**src/design/cfd_pkg.sv**
```systemverilog
// Shared constants, types and the CRC step for the frame deframer.
// Used by the channel interfaces and by every module of the block.
`default_nettype none

package cfd_pkg;

  localparam int MAX_PAYLOAD = 96;
  localparam int PL_W        = $clog2(MAX_PAYLOAD + 1);
  localparam int LANES       = 8;
  localparam int LANE_W      = $clog2(LANES);
  localparam int ROWS        = (MAX_PAYLOAD + LANES - 1) / LANES;
  localparam int ROW_W       = (ROWS > 1) ? $clog2(ROWS) : 1;
  localparam int NBANKS      = 2;
  localparam int BANK_W      = 1;

  localparam int FLOW_W  = 16;
  localparam int LEN_W   = 7;
  localparam int IDX_W   = 4;
  localparam int CNT_W   = 4;
  localparam int CHUNK_W = 64;

  localparam logic [7:0]  SYNC_A        = 8'hAA;
  localparam logic [7:0]  SYNC_B        = 8'h55;
  localparam logic [7:0]  FRAME_VERSION = 8'h01;
  localparam logic [15:0] CRC_INIT      = 16'hFFFF;
  localparam logic [15:0] CRC_POLY      = 16'hA001;

  typedef struct packed {
    logic [BANK_W-1:0] bank;
    logic [7:0]        msg_type;
    logic [7:0]        src_role;
    logic [7:0]        src_group;
    logic [7:0]        dst_role;
    logic [7:0]        dst_group;
    logic [FLOW_W-1:0] flow_id;
    logic [PL_W-1:0]   len;
  } desc_t;

  typedef struct packed {
    logic              en;
    logic [BANK_W-1:0] bank;
    logic [ROW_W-1:0]  row;
    logic [LANE_W-1:0] lane;
    logic [7:0]        data;
  } wr_t;

  typedef struct packed {
    logic              en;
    logic [BANK_W-1:0] bank;
  } rel_t;

  function automatic logic [15:0] crc16_update(input logic [15:0] crc_in,
                                               input logic [7:0] b);
    logic [15:0] c;
    c = crc_in ^ {8'h00, b};
    for (int k = 0; k < 8; k++) begin
      if (c[0]) begin
        c = (c >> 1) ^ CRC_POLY;
      end else begin
        c = c >> 1;
      end
    end
    return c;
  endfunction

endpackage

`default_nettype wire

```
**src/design/cfd_ifs.sv**
```systemverilog
// Valid/ready channel interfaces: received bytes in, payload chunks out.
// Depends on cfd_pkg for field widths.
`default_nettype none

interface cfd_byte_if;
  import cfd_pkg::*;
  logic       valid;
  logic       ready;
  logic [7:0] rx_byte;
  modport source (output valid, output rx_byte, input ready);
  modport sink (input valid, input rx_byte, output ready);
endinterface

interface cfd_chunk_if;
  import cfd_pkg::*;
  logic               valid;
  logic               ready;
  logic [7:0]         msg_type;
  logic [7:0]         src_role;
  logic [7:0]         src_group;
  logic [7:0]         dst_role;
  logic [7:0]         dst_group;
  logic [FLOW_W-1:0]  flow_id;
  logic [LEN_W-1:0]   payload_len;
  logic [IDX_W-1:0]   chunk_index;
  logic [CHUNK_W-1:0] chunk_bytes;
  logic [CNT_W-1:0]   chunk_valid;
  logic               last;
  modport source (output valid, output msg_type, output src_role, output src_group,
                  output dst_role, output dst_group, output flow_id, output payload_len,
                  output chunk_index, output chunk_bytes, output chunk_valid,
                  output last, input ready);
  modport sink (input valid, input msg_type, input src_role, input src_group,
                input dst_role, input dst_group, input flow_id, input payload_len,
                input chunk_index, input chunk_bytes, input chunk_valid,
                input last, output ready);
endinterface

`default_nettype wire

```
**src/design/crc16_frame_deframer_top.sv**
```systemverilog
// Top level of the CRC-16 frame deframer.
// Depends on cfd_pkg, cfd_ifs, cfd_front, cfd_queue and cfd_back.
//
// Channel rx carries one received byte per transaction. Channel tx carries one
// payload chunk of up to eight bytes per transaction, with the header fields of
// its frame repeated on every chunk and last set on the final one.
// A frame is AA 55, nine header bytes, the payload and a CRC-16/MODBUS trailer.
// Frames with a wrong version, an oversized length or a bad CRC give nothing.
// Bytes are taken at one per cycle. Payload goes into one of two buffer banks;
// while the bank that the next frame needs still holds an undelivered frame,
// rx stalls once that frame reaches its payload (header bytes are still taken).
// After the last trailer byte the frame is queued; the sequencer pops it, then
// for each chunk reads a buffer row and registers the chunk before offering it,
// so no chunk follows straight on one taken. A frame of n payload bytes gives
// max(1, ceil(n/8)) chunks. A stalled tx holds its chunk steady; the front
// keeps parsing into the other bank meanwhile. Synchronous reset returns the
// parser to the sync hunt and empties the queue; buffers need no clearing.
`default_nettype none

module crc16_frame_deframer_top (
  input  wire         clk,
  input  wire         rst,
  cfd_byte_if.sink    rx,
  cfd_chunk_if.source tx
);
  import cfd_pkg::*;

  logic  push;
  desc_t push_desc;
  wr_t   wr;
  rel_t  rel;
  logic  q_valid;
  desc_t q_desc;
  logic  q_pop;

  cfd_front u_front (
    .clk       (clk),
    .rst       (rst),
    .rx        (rx),
    .push      (push),
    .push_desc (push_desc),
    .wr        (wr),
    .rel       (rel)
  );

  cfd_queue u_queue (
    .clk       (clk),
    .rst       (rst),
    .push      (push),
    .push_desc (push_desc),
    .pop       (q_pop),
    .valid     (q_valid),
    .head_desc (q_desc)
  );

  cfd_back u_back (
    .clk     (clk),
    .rst     (rst),
    .q_valid (q_valid),
    .q_desc  (q_desc),
    .q_pop   (q_pop),
    .wr      (wr),
    .rel     (rel),
    .tx      (tx)
  );

endmodule

`default_nettype wire

```
**src/design/cfd_front.sv**
```systemverilog
// Front end: sync hunt, header capture, CRC check and payload writes.
// Depends on cfd_pkg and cfd_ifs; feeds cfd_queue and the buffer in cfd_back.
`default_nettype none

module cfd_front (
  input  wire                 clk,
  input  wire                 rst,
  cfd_byte_if.sink            rx,
  output logic                push,
  output cfd_pkg::desc_t      push_desc,
  output cfd_pkg::wr_t        wr,
  input  cfd_pkg::rel_t       rel
);
  import cfd_pkg::*;

  localparam logic [2:0] S_HUNT  = 3'd0;
  localparam logic [2:0] S_SYNC  = 3'd1;
  localparam logic [2:0] S_HDR   = 3'd2;
  localparam logic [2:0] S_BODY  = 3'd3;
  localparam logic [2:0] S_CRCLO = 3'd4;
  localparam logic [2:0] S_CRCHI = 3'd5;

  localparam logic [3:0] H_VER    = 4'd0;
  localparam logic [3:0] H_TYPE   = 4'd1;
  localparam logic [3:0] H_SROLE  = 4'd2;
  localparam logic [3:0] H_SGROUP = 4'd3;
  localparam logic [3:0] H_DROLE  = 4'd4;
  localparam logic [3:0] H_DGROUP = 4'd5;
  localparam logic [3:0] H_FLOWLO = 4'd6;
  localparam logic [3:0] H_FLOWHI = 4'd7;
  localparam logic [3:0] H_LEN    = 4'd8;

  logic [2:0]        state;
  logic [3:0]        hdr_cnt;
  logic [PL_W-1:0]   off;
  logic [15:0]       crc;
  logic [7:0]        version;
  logic [7:0]        crc_lo;
  logic [NBANKS-1:0] busy;
  logic [BANK_W-1:0] cur;
  desc_t             hdr;
  logic              take;
  logic              frame_ok;
  logic [7:0]        b;

  assign b = rx.rx_byte;

  // Once a frame reaches its payload it needs the current buffer bank to be free.
  assign rx.ready = !(busy[cur] &&
                      (state == S_BODY || state == S_CRCLO || state == S_CRCHI));
  assign take = rx.valid && rx.ready;

  assign frame_ok = (version == FRAME_VERSION) && (crc_lo == crc[7:0]) &&
                    (b == crc[15:8]);
  assign push = take && (state == S_CRCHI) && frame_ok;

  always_comb begin
    push_desc      = hdr;
    push_desc.bank = cur;
  end

  always_comb begin
    wr.en   = take && (state == S_BODY);
    wr.bank = cur;
    wr.row  = ROW_W'(off >> LANE_W);
    wr.lane = off[LANE_W-1:0];
    wr.data = b;
  end

  always_ff @(posedge clk) begin
    if (rst) begin
      state <= S_HUNT;
      busy  <= '0;
      cur   <= '0;
    end else begin
      if (rel.en) begin
        busy[rel.bank] <= 1'b0;
      end
      if (push) begin
        busy[cur] <= 1'b1;
        cur       <= cur + 1'b1;
      end
      if (take) begin
        case (state)
          S_HUNT: begin
            if (b == SYNC_A) begin
              state <= S_SYNC;
            end
          end
          S_SYNC: begin
            if (b == SYNC_B) begin
              state <= S_HDR;
            end else if (b != SYNC_A) begin
              state <= S_HUNT;
            end
          end
          S_HDR: begin
            if (hdr_cnt == H_LEN) begin
              if (b > 8'(MAX_PAYLOAD)) begin
                state <= S_HUNT;
              end else if (b == 8'd0) begin
                state <= S_CRCLO;
              end else begin
                state <= S_BODY;
              end
            end
          end
          S_BODY: begin
            if (off + 1'b1 == hdr.len) begin
              state <= S_CRCLO;
            end
          end
          S_CRCLO: state <= S_CRCHI;
          S_CRCHI: state <= S_HUNT;
          default: state <= S_HUNT;
        endcase
      end
    end
  end

  always_ff @(posedge clk) begin
    if (take) begin
      case (state)
        S_SYNC: begin
          hdr_cnt <= H_VER;
          crc     <= CRC_INIT;
        end
        S_HDR: begin
          crc     <= crc16_update(crc, b);
          hdr_cnt <= hdr_cnt + 4'd1;
          off     <= '0;
          case (hdr_cnt)
            H_VER:    version       <= b;
            H_TYPE:   hdr.msg_type  <= b;
            H_SROLE:  hdr.src_role  <= b;
            H_SGROUP: hdr.src_group <= b;
            H_DROLE:  hdr.dst_role  <= b;
            H_DGROUP: hdr.dst_group <= b;
            H_FLOWLO: hdr.flow_id[7:0]  <= b;
            H_FLOWHI: hdr.flow_id[15:8] <= b;
            H_LEN:    hdr.len       <= PL_W'(b);
            default:  hdr.bank      <= hdr.bank;
          endcase
        end
        S_BODY: begin
          crc <= crc16_update(crc, b);
          off <= off + 1'b1;
        end
        S_CRCLO: crc_lo <= b;
        default: crc_lo <= crc_lo;
      endcase
    end
  end

endmodule

`default_nettype wire

```
**src/design/cfd_queue.sv**
```systemverilog
// Two-entry queue of accepted frame descriptors between front and back end.
// Depends on cfd_pkg for the descriptor type.
`default_nettype none

module cfd_queue (
  input  wire             clk,
  input  wire             rst,
  input  wire             push,
  input  cfd_pkg::desc_t  push_desc,
  input  wire             pop,
  output logic            valid,
  output cfd_pkg::desc_t  head_desc
);
  import cfd_pkg::*;

  desc_t             slots [NBANKS];
  logic [BANK_W-1:0] rd_ptr;
  logic [BANK_W-1:0] wr_ptr;
  logic [BANK_W:0]   count;

  assign valid     = (count != '0);
  assign head_desc = slots[rd_ptr];

  // Every queued frame holds one buffer bank, so the queue cannot overflow.
  always_ff @(posedge clk) begin
    if (rst) begin
      rd_ptr <= '0;
      wr_ptr <= '0;
      count  <= '0;
    end else begin
      if (push) begin
        wr_ptr <= wr_ptr + 1'b1;
      end
      if (pop) begin
        rd_ptr <= rd_ptr + 1'b1;
      end
      count <= count + {{BANK_W{1'b0}}, push} - {{BANK_W{1'b0}}, pop};
    end
  end

  always_ff @(posedge clk) begin
    if (push) begin
      slots[wr_ptr] <= push_desc;
    end
  end

endmodule

`default_nettype wire

```
**src/design/cfd_back.sv**
```systemverilog
// Back end: payload buffer banks and the chunk sequencer with its output register.
// Depends on cfd_pkg and cfd_ifs; takes descriptors from cfd_queue.
`default_nettype none

module cfd_back (
  input  wire             clk,
  input  wire             rst,
  input  wire             q_valid,
  input  cfd_pkg::desc_t  q_desc,
  output logic            q_pop,
  input  cfd_pkg::wr_t    wr,
  output cfd_pkg::rel_t   rel,
  cfd_chunk_if.source     tx
);
  import cfd_pkg::*;

  localparam logic [1:0] B_IDLE = 2'd0;
  localparam logic [1:0] B_READ = 2'd1;
  localparam logic [1:0] B_SEND = 2'd2;
  localparam int RW = PL_W + 1;

  logic [7:0]         mem [NBANKS][ROWS][LANES];
  logic [7:0]         rdata [LANES];
  logic               rd_en;
  logic [BANK_W-1:0]  rd_bank;
  logic [ROW_W-1:0]   rd_row;

  logic [1:0]         state;
  desc_t              cur;
  logic [ROW_W-1:0]   k;
  logic [RW-1:0]      rem;
  logic [CNT_W-1:0]   cnt;
  logic               is_last;
  logic [CHUNK_W-1:0] bytes;
  logic               adv;

  logic [IDX_W-1:0]   idx_r;
  logic [CHUNK_W-1:0] bytes_r;
  logic [CNT_W-1:0]   cnt_r;
  logic               last_r;

  assign adv   = (state == B_SEND) && tx.ready;
  assign q_pop = (state == B_IDLE) && q_valid;
  assign rd_en = q_pop || (adv && !last_r);
  assign rd_bank = (state == B_IDLE) ? q_desc.bank : cur.bank;
  assign rd_row  = (state == B_IDLE) ? '0 : k + 1'b1;

  always_ff @(posedge clk) begin
    if (wr.en) begin
      mem[wr.bank][wr.row][wr.lane] <= wr.data;
    end
    if (rd_en) begin
      rdata <= mem[rd_bank][rd_row];
    end
  end

  // Bytes left from this chunk onwards; an empty payload gives a single empty chunk.
  always_comb begin
    rem = RW'(cur.len) - RW'({k, {LANE_W{1'b0}}});
    if (cur.len == '0) begin
      cnt     = '0;
      is_last = 1'b1;
    end else if (rem > RW'(LANES)) begin
      cnt     = CNT_W'(LANES);
      is_last = 1'b0;
    end else begin
      cnt     = CNT_W'(rem);
      is_last = 1'b1;
    end
    for (int i = 0; i < LANES; i++) begin
      bytes[i*8 +: 8] = (CNT_W'(i) < cnt) ? rdata[i] : 8'h00;
    end
  end

  always_ff @(posedge clk) begin
    if (rst) begin
      state <= B_IDLE;
    end else begin
      case (state)
        B_IDLE: begin
          if (q_valid) begin
            state <= B_READ;
          end
        end
        B_READ: state <= B_SEND;
        B_SEND: begin
          if (tx.ready) begin
            state <= last_r ? B_IDLE : B_READ;
          end
        end
        default: state <= B_IDLE;
      endcase
    end
  end

  always_ff @(posedge clk) begin
    if (q_pop) begin
      cur <= q_desc;
      k   <= '0;
    end
    if (adv && !last_r) begin
      k <= k + 1'b1;
    end
    if (state == B_READ) begin
      idx_r   <= IDX_W'(k);
      bytes_r <= bytes;
      cnt_r   <= cnt;
      last_r  <= is_last;
    end
  end

  assign rel.en   = adv && last_r;
  assign rel.bank = cur.bank;

  assign tx.valid       = (state == B_SEND);
  assign tx.msg_type    = cur.msg_type;
  assign tx.src_role    = cur.src_role;
  assign tx.src_group   = cur.src_group;
  assign tx.dst_role    = cur.dst_role;
  assign tx.dst_group   = cur.dst_group;
  assign tx.flow_id     = cur.flow_id;
  assign tx.payload_len = LEN_W'(cur.len);
  assign tx.chunk_index = idx_r;
  assign tx.chunk_bytes = bytes_r;
  assign tx.chunk_valid = cnt_r;
  assign tx.last        = last_r;

endmodule

`default_nettype wire
```
**src/flat_wrapper.sv**
```systemverilog
// flat-port wrapper written by rule: the top's interface ports become plain ports
module crc16_frame_deframer_top_flat import cfd_pkg::*;
  (clk, rst, rx_valid, rx_rx_byte, rx_ready, tx_valid, tx_msg_type, tx_src_role, tx_src_group, tx_dst_role, tx_dst_group, tx_flow_id, tx_payload_len, tx_chunk_index, tx_chunk_bytes, tx_chunk_valid, tx_last, tx_ready);
  cfd_byte_if rx_i ();
  cfd_chunk_if tx_i ();
  input  wire clk;
  input  wire rst;
  input wire logic [$bits(rx_i.valid)-1:0] rx_valid;
  input wire logic [$bits(rx_i.rx_byte)-1:0] rx_rx_byte;
  output wire logic [$bits(rx_i.ready)-1:0] rx_ready;
  output wire logic [$bits(tx_i.valid)-1:0] tx_valid;
  output wire logic [$bits(tx_i.msg_type)-1:0] tx_msg_type;
  output wire logic [$bits(tx_i.src_role)-1:0] tx_src_role;
  output wire logic [$bits(tx_i.src_group)-1:0] tx_src_group;
  output wire logic [$bits(tx_i.dst_role)-1:0] tx_dst_role;
  output wire logic [$bits(tx_i.dst_group)-1:0] tx_dst_group;
  output wire logic [$bits(tx_i.flow_id)-1:0] tx_flow_id;
  output wire logic [$bits(tx_i.payload_len)-1:0] tx_payload_len;
  output wire logic [$bits(tx_i.chunk_index)-1:0] tx_chunk_index;
  output wire logic [$bits(tx_i.chunk_bytes)-1:0] tx_chunk_bytes;
  output wire logic [$bits(tx_i.chunk_valid)-1:0] tx_chunk_valid;
  output wire logic [$bits(tx_i.last)-1:0] tx_last;
  input wire logic [$bits(tx_i.ready)-1:0] tx_ready;
  assign rx_i.valid = rx_valid;
  assign rx_i.rx_byte = rx_rx_byte;
  assign rx_ready = rx_i.ready;
  assign tx_valid = tx_i.valid;
  assign tx_msg_type = tx_i.msg_type;
  assign tx_src_role = tx_i.src_role;
  assign tx_src_group = tx_i.src_group;
  assign tx_dst_role = tx_i.dst_role;
  assign tx_dst_group = tx_i.dst_group;
  assign tx_flow_id = tx_i.flow_id;
  assign tx_payload_len = tx_i.payload_len;
  assign tx_chunk_index = tx_i.chunk_index;
  assign tx_chunk_bytes = tx_i.chunk_bytes;
  assign tx_chunk_valid = tx_i.chunk_valid;
  assign tx_last = tx_i.last;
  assign tx_i.ready = tx_ready;
  crc16_frame_deframer_top u_core (.clk(clk), .rst(rst), .rx(rx_i), .tx(tx_i));
endmodule
```
**config.mk**
```make
export PLATFORM = sky130hd
export DESIGN_NAME = crc16_frame_deframer_top_flat
export DESIGN_NICKNAME = d
export VERILOG_FILES = /design/src/design/cfd_pkg.sv /design/src/design/cfd_ifs.sv /design/src/design/crc16_frame_deframer_top.sv /design/src/design/cfd_front.sv /design/src/design/cfd_queue.sv /design/src/design/cfd_back.sv /design/src/flat_wrapper.sv
export SDC_FILE = /design/constraint.sdc
export NUM_CORES = 2
export LEC_CHECK = 0
export CAP_MARGIN = 20
export CORE_ASPECT_RATIO = 0.8
export CORE_MARGIN = 10
export CORE_UTILIZATION = 40
export DETAILED_ROUTE_END_ITERATION = 10
export DONT_BUFFER_PORTS = 1
export SLEW_MARGIN = 0
export SYNTH_ARGS = -nofsm -noshare
export SYNTH_HDL_FRONTEND = slang
export SYNTH_SLANG_ARGS = --single-unit
```
**constraint.sdc**
```tcl
create_clock -name clk -period 8.8 [get_ports clk]
set_clock_uncertainty 0.1 [all_clocks]
set_input_delay 1.76 -clock clk [delete_from_list [all_inputs] [get_ports clk]]
set_output_delay 1.76 -clock clk [all_outputs]
set_load 0.02 [all_outputs]
```
==> metrics.md <==
| Metric | Value |
|---|---|
| Hold path start | `u_core.u_front.push_desc[48]$_DFFE_PP_` |
| Post-synthesis sequential area ratio | `0.778` |
| Vias | `38,869` |
| Vias in the first global route | `around 38,000` |
| Yosys top cell by area | `edfxtp_1` |
| # DRC | `0` |
| Post-route cell area | `about 86,000 µm²` |
| Final setup violation count | `0` |
| Final GP Congestion | `0.779` |
| Highest clock rate | `roughly 220 MHz` |
| Wirelength per Cell | `between 20 and 30 µm` |
| Synth top area share | `0.774` |
| Max-slew violations | `0` |
| Share of flip-flops with an asynchronous set or reset | `0` |
| Post-DRT Antenna Nets | `0` |
| Total track usage | `0.175` |
| Largest cells by area after synthesis | `edfxtp_1, mux4_2, mux2_2` |
| CP most frequent cell | `buf_4` |
| Number of synthesized flops with an enable pin | `between 1,500 and 2,000` |
| Routed WL | `roughly 190 mm` |
| Leak | `around 27 nW` |
| Switch share | `0.194` |
| CP Capture Type | `flop` |
| Drt pass-1 iters | `5` |
| Finished Layout Cells | `approximately 6,900` |
| Post-synth top cells | `edfxtp_1, nor2_1, nand2_1` |
| Syn_nets | `roughly 4,200` |
| Worst slack, placed | `about 4 ns` |
| Maxcap violations | `0` |
| Die Y | `between 400 and 500 µm` |
| Port buffer count | `0` |
| Critical Path AT | `just over 5 ns` |
| CP max stage delay | `approximately 0.75 ns` |
| RSZ-0062 raised after global routing | `no` |
| Root buf cell | `clkbuf_16` |
| Int Pwr | `15.0 mW` |
| Die Width | `just over 500 µm` |
| Status | `completed` |
| Largest net degree at the start of global routing | `210` |
| Relative slew slack | `0.254` |
| TritonCTS buffer count | `~190` |
| Die area | `about 210,000 µm²` |
| Syn-to-layout area delta | `11.7%` |
| CTS H-tree lvls | `4` |
| Commonest register cell after synthesis | `edfxtp_1` |
| Syn avg cell area | `approximately 18 µm²` |
| CTS clk-pin slew, worst paths | `~0.070 ns` |
| IO Count | `150` |
| Worst-skew pair later-pin latency | `0.83 ns` |
| Flops & latches, synth | `around 2,000` |
| Fin crit share | `0.506` |
| Nets | `between 4,000 and 5,000` |
| Top-count cell post-synth | `edfxtp_1` |
| CTS tree | `yes` |
| CP Launch Type | `flop` |
| Initial drt markers | `approximately 4,300` |
| Initial core utilization | `0.403` |
| Ratio of cells with drive above 1 in the final layout | `0.172` |
| Required time of the critical path | `around 9.4 ns` |
| Total setup buffers inserted after CTS | `0` |
| Worst-Margin Slew | `about 1.1 ns` |
| Slowest CP cell | `a2111oi_0` |
| Cells after Synth | `approximately 4,200` |
| Post-DP HPWL | `between 100 and 150 mm` |
| Synthesized cell area | `76,600 µm²` |
| PD cells | `between 200 and 250 nW/µm²` |
| Setup slack after layout | `about 4.3 ns` |
| CORE AREA | `approximately 190,000 µm²` |
| Grt total ovfl | `0` |
| First-pass GRT wire length | `between 200 and 300 mm` |
| Util after Layout | `0.450` |
| Netlist cell types | `60` |
| Placed Area | `79,300 µm²` |
| Cell Chain, Critical Path | `buf_4, mux2_4, mux2i_4, buf_12, buf_4, mux4_2, nor2_1, a2111oi_0, a211o_1` |
| Synth Warn # | `0` |
| Period minus WS final | `about 4.5 ns` |
| Clk pwr share | `0.441` |
| Comb pwr share | `0.001` |
| Net switching power | `roughly 3.6 mW` |
| CP max FO | `between 60 and 70` |
| Crit path kind | `flop to flop` |
| # placed instances | `approximately 6,500` |
| Seq pwr share | `0.558` |
| Cts hold-fix bufs | `0` |
| Type of the worst min-delay path | `flop to flop` |
| Sum Neg Setup Slack | `0 ns` |
| Clk buf depth | `3` |
| Cell Rows | `approximately 140` |
| Clock sinks | `~2,000` |
| Worst VDD drop | `171 µV` |
| Cts repair resizes | `0` |
| Routed vias/inst | `5.67` |
| Initial antenna violation count | `4` |
| Final Hold Viols | `0` |
[metrics by stage]
stage	power (mW)	hold WS, ns
after floorplan	10.6	0.321
after global placement	10.6	0.322
after detailed placement	10.6	0.329
after CTS	18.7	0.321
after global routing	19.1	0.340
final	18.6	0.325
[placed cells by master (no fill, tap or decap), types with 63 or more instances in the layout]
| cell type | Yosys | layout |
|---|---|---|
| and2_1 | 131 | 129 |
| mux2_2 | 187 | 187 |
| a211o_1 | 63 | 63 |
| nor2_1 | 305 | 298 |
| a211oi_1 | 67 | 67 |
| a2111oi_0 | 65 | 65 |
| mux4_2 | 194 | 194 |
| a221oi_1 | 123 | 123 |
| a21oi_1 | 144 | 141 |
| mux2i_1 | 71 | 71 |
| clkbuf_16 | 0 | 187 |
| nand2_1 | 236 | 232 |
| edfxtp_1 | 1975 | 1975 |
| o21ai_0 | 72 | 71 |
[critical path: cells and delay by family, from the launching register on]
family / cells / cell delay [ns]
AO/OA/AOI/OAI: 2 / 0.93
flip-flops: 1 / 0.31
multiplexers: 3 / 1.02
buffers and inverters: 3 / 1.76
AND/OR/NAND/NOR: 1 / 0.06
[metal layers]
layer / routed length [µm] / track usage / up-vias
met3: 15100 / 0.0368 / 203
met4: 3270 / 0.0407 / 0
met2: 86600 / 0.268 / 1616
met1: 83700 / 0.258 / 20381
li1: - / - / 16669
met5: 0 / 0 / -
[worst paths after layout]
check	cells after the start	end	slack (ns)
worst min register to register	0	u_core.u_queue.slots[1][48]$_DFFE_PP_	0.33
worst min-delay path	0	u_core.u_queue.slots[1][48]$_DFFE_PP_	0.33
worst max register to register	9	u_core.u_back.rdata[32]$_DFFE_PP_	4.35
worst max-delay path	9	u_core.u_back.rdata[32]$_DFFE_PP_	4.35
[power by group through the flow]
stage          sequential, mW  clock (mW)  combinational, mW
2_1_floorplan            10.6           0             0.0244
3_3_place_gp             10.6           0             0.0259
3_5_place_dp             10.6           0             0.0260
4_1_cts                  10.4        8.33             0.0262
5_1_grt                  10.4        8.72             0.0281
6_report                 10.4        8.20             0.0263
[cell families (layout without fill, tap and decap cells)]
group,after synthesis,after routing,share of synthesized area
and+or+nand+nor,777,777,0.0458
muxes,454,454,0.0943
other,0,2,0
xor gates and xnor gates,56,56,0.00730
AOI/OAI and AO/OA,615,615,0.0575
buffers and inverters,262,417,0.0151
adders and majority gates,13,13,0.00222
DFF,1988,1988,0.778
[state kept, by name (all words and copies together) (netlist names), 4 cells and up, named ones only]
name                          count
u_core.u_back.tx.dst_group        8
u_core.u_front.push_desc         63
u_core.u_front.crc_lo             8
u_core.u_front.crc               16
u_core.u_back.rdata              64
u_core.u_back.tx.chunk_valid      4
u_core.u_front.version            8
u_core.u_back.tx.chunk_bytes     64
u_core.u_back.tx.msg_type         8
u_core.u_back.tx.flow_id         16
u_core.u_queue.slots            128
u_core.u_back.tx.chunk_index      4
u_core.u_back.k                   4
u_core.u_back.tx.dst_role         8
u_core.u_back.tx.src_group        8
u_core.u_front.hdr_cnt            4
u_core.u_front.off                7
u_core.u_back.mem              1536
u_core.u_back.tx.payload_len      7
u_core.u_back.tx.src_role         8
[cell type report]
type | count | area, µm²
Fill cell | 16111 | 105000
Tap cell | 2537 | 3170
Clock inverter | 126 | 1380
Multi-Input combinational cell | 1915 | 16000
Sequential cell | 1988 | 59600
Timing Repair Buffer | 52 | 505
Inverter | 16 | 60.1
Antenna cell | 2 | 5.00
Clock buffer | 223 | 4820
Note: power is estimated with default switching activity, not from simulation.
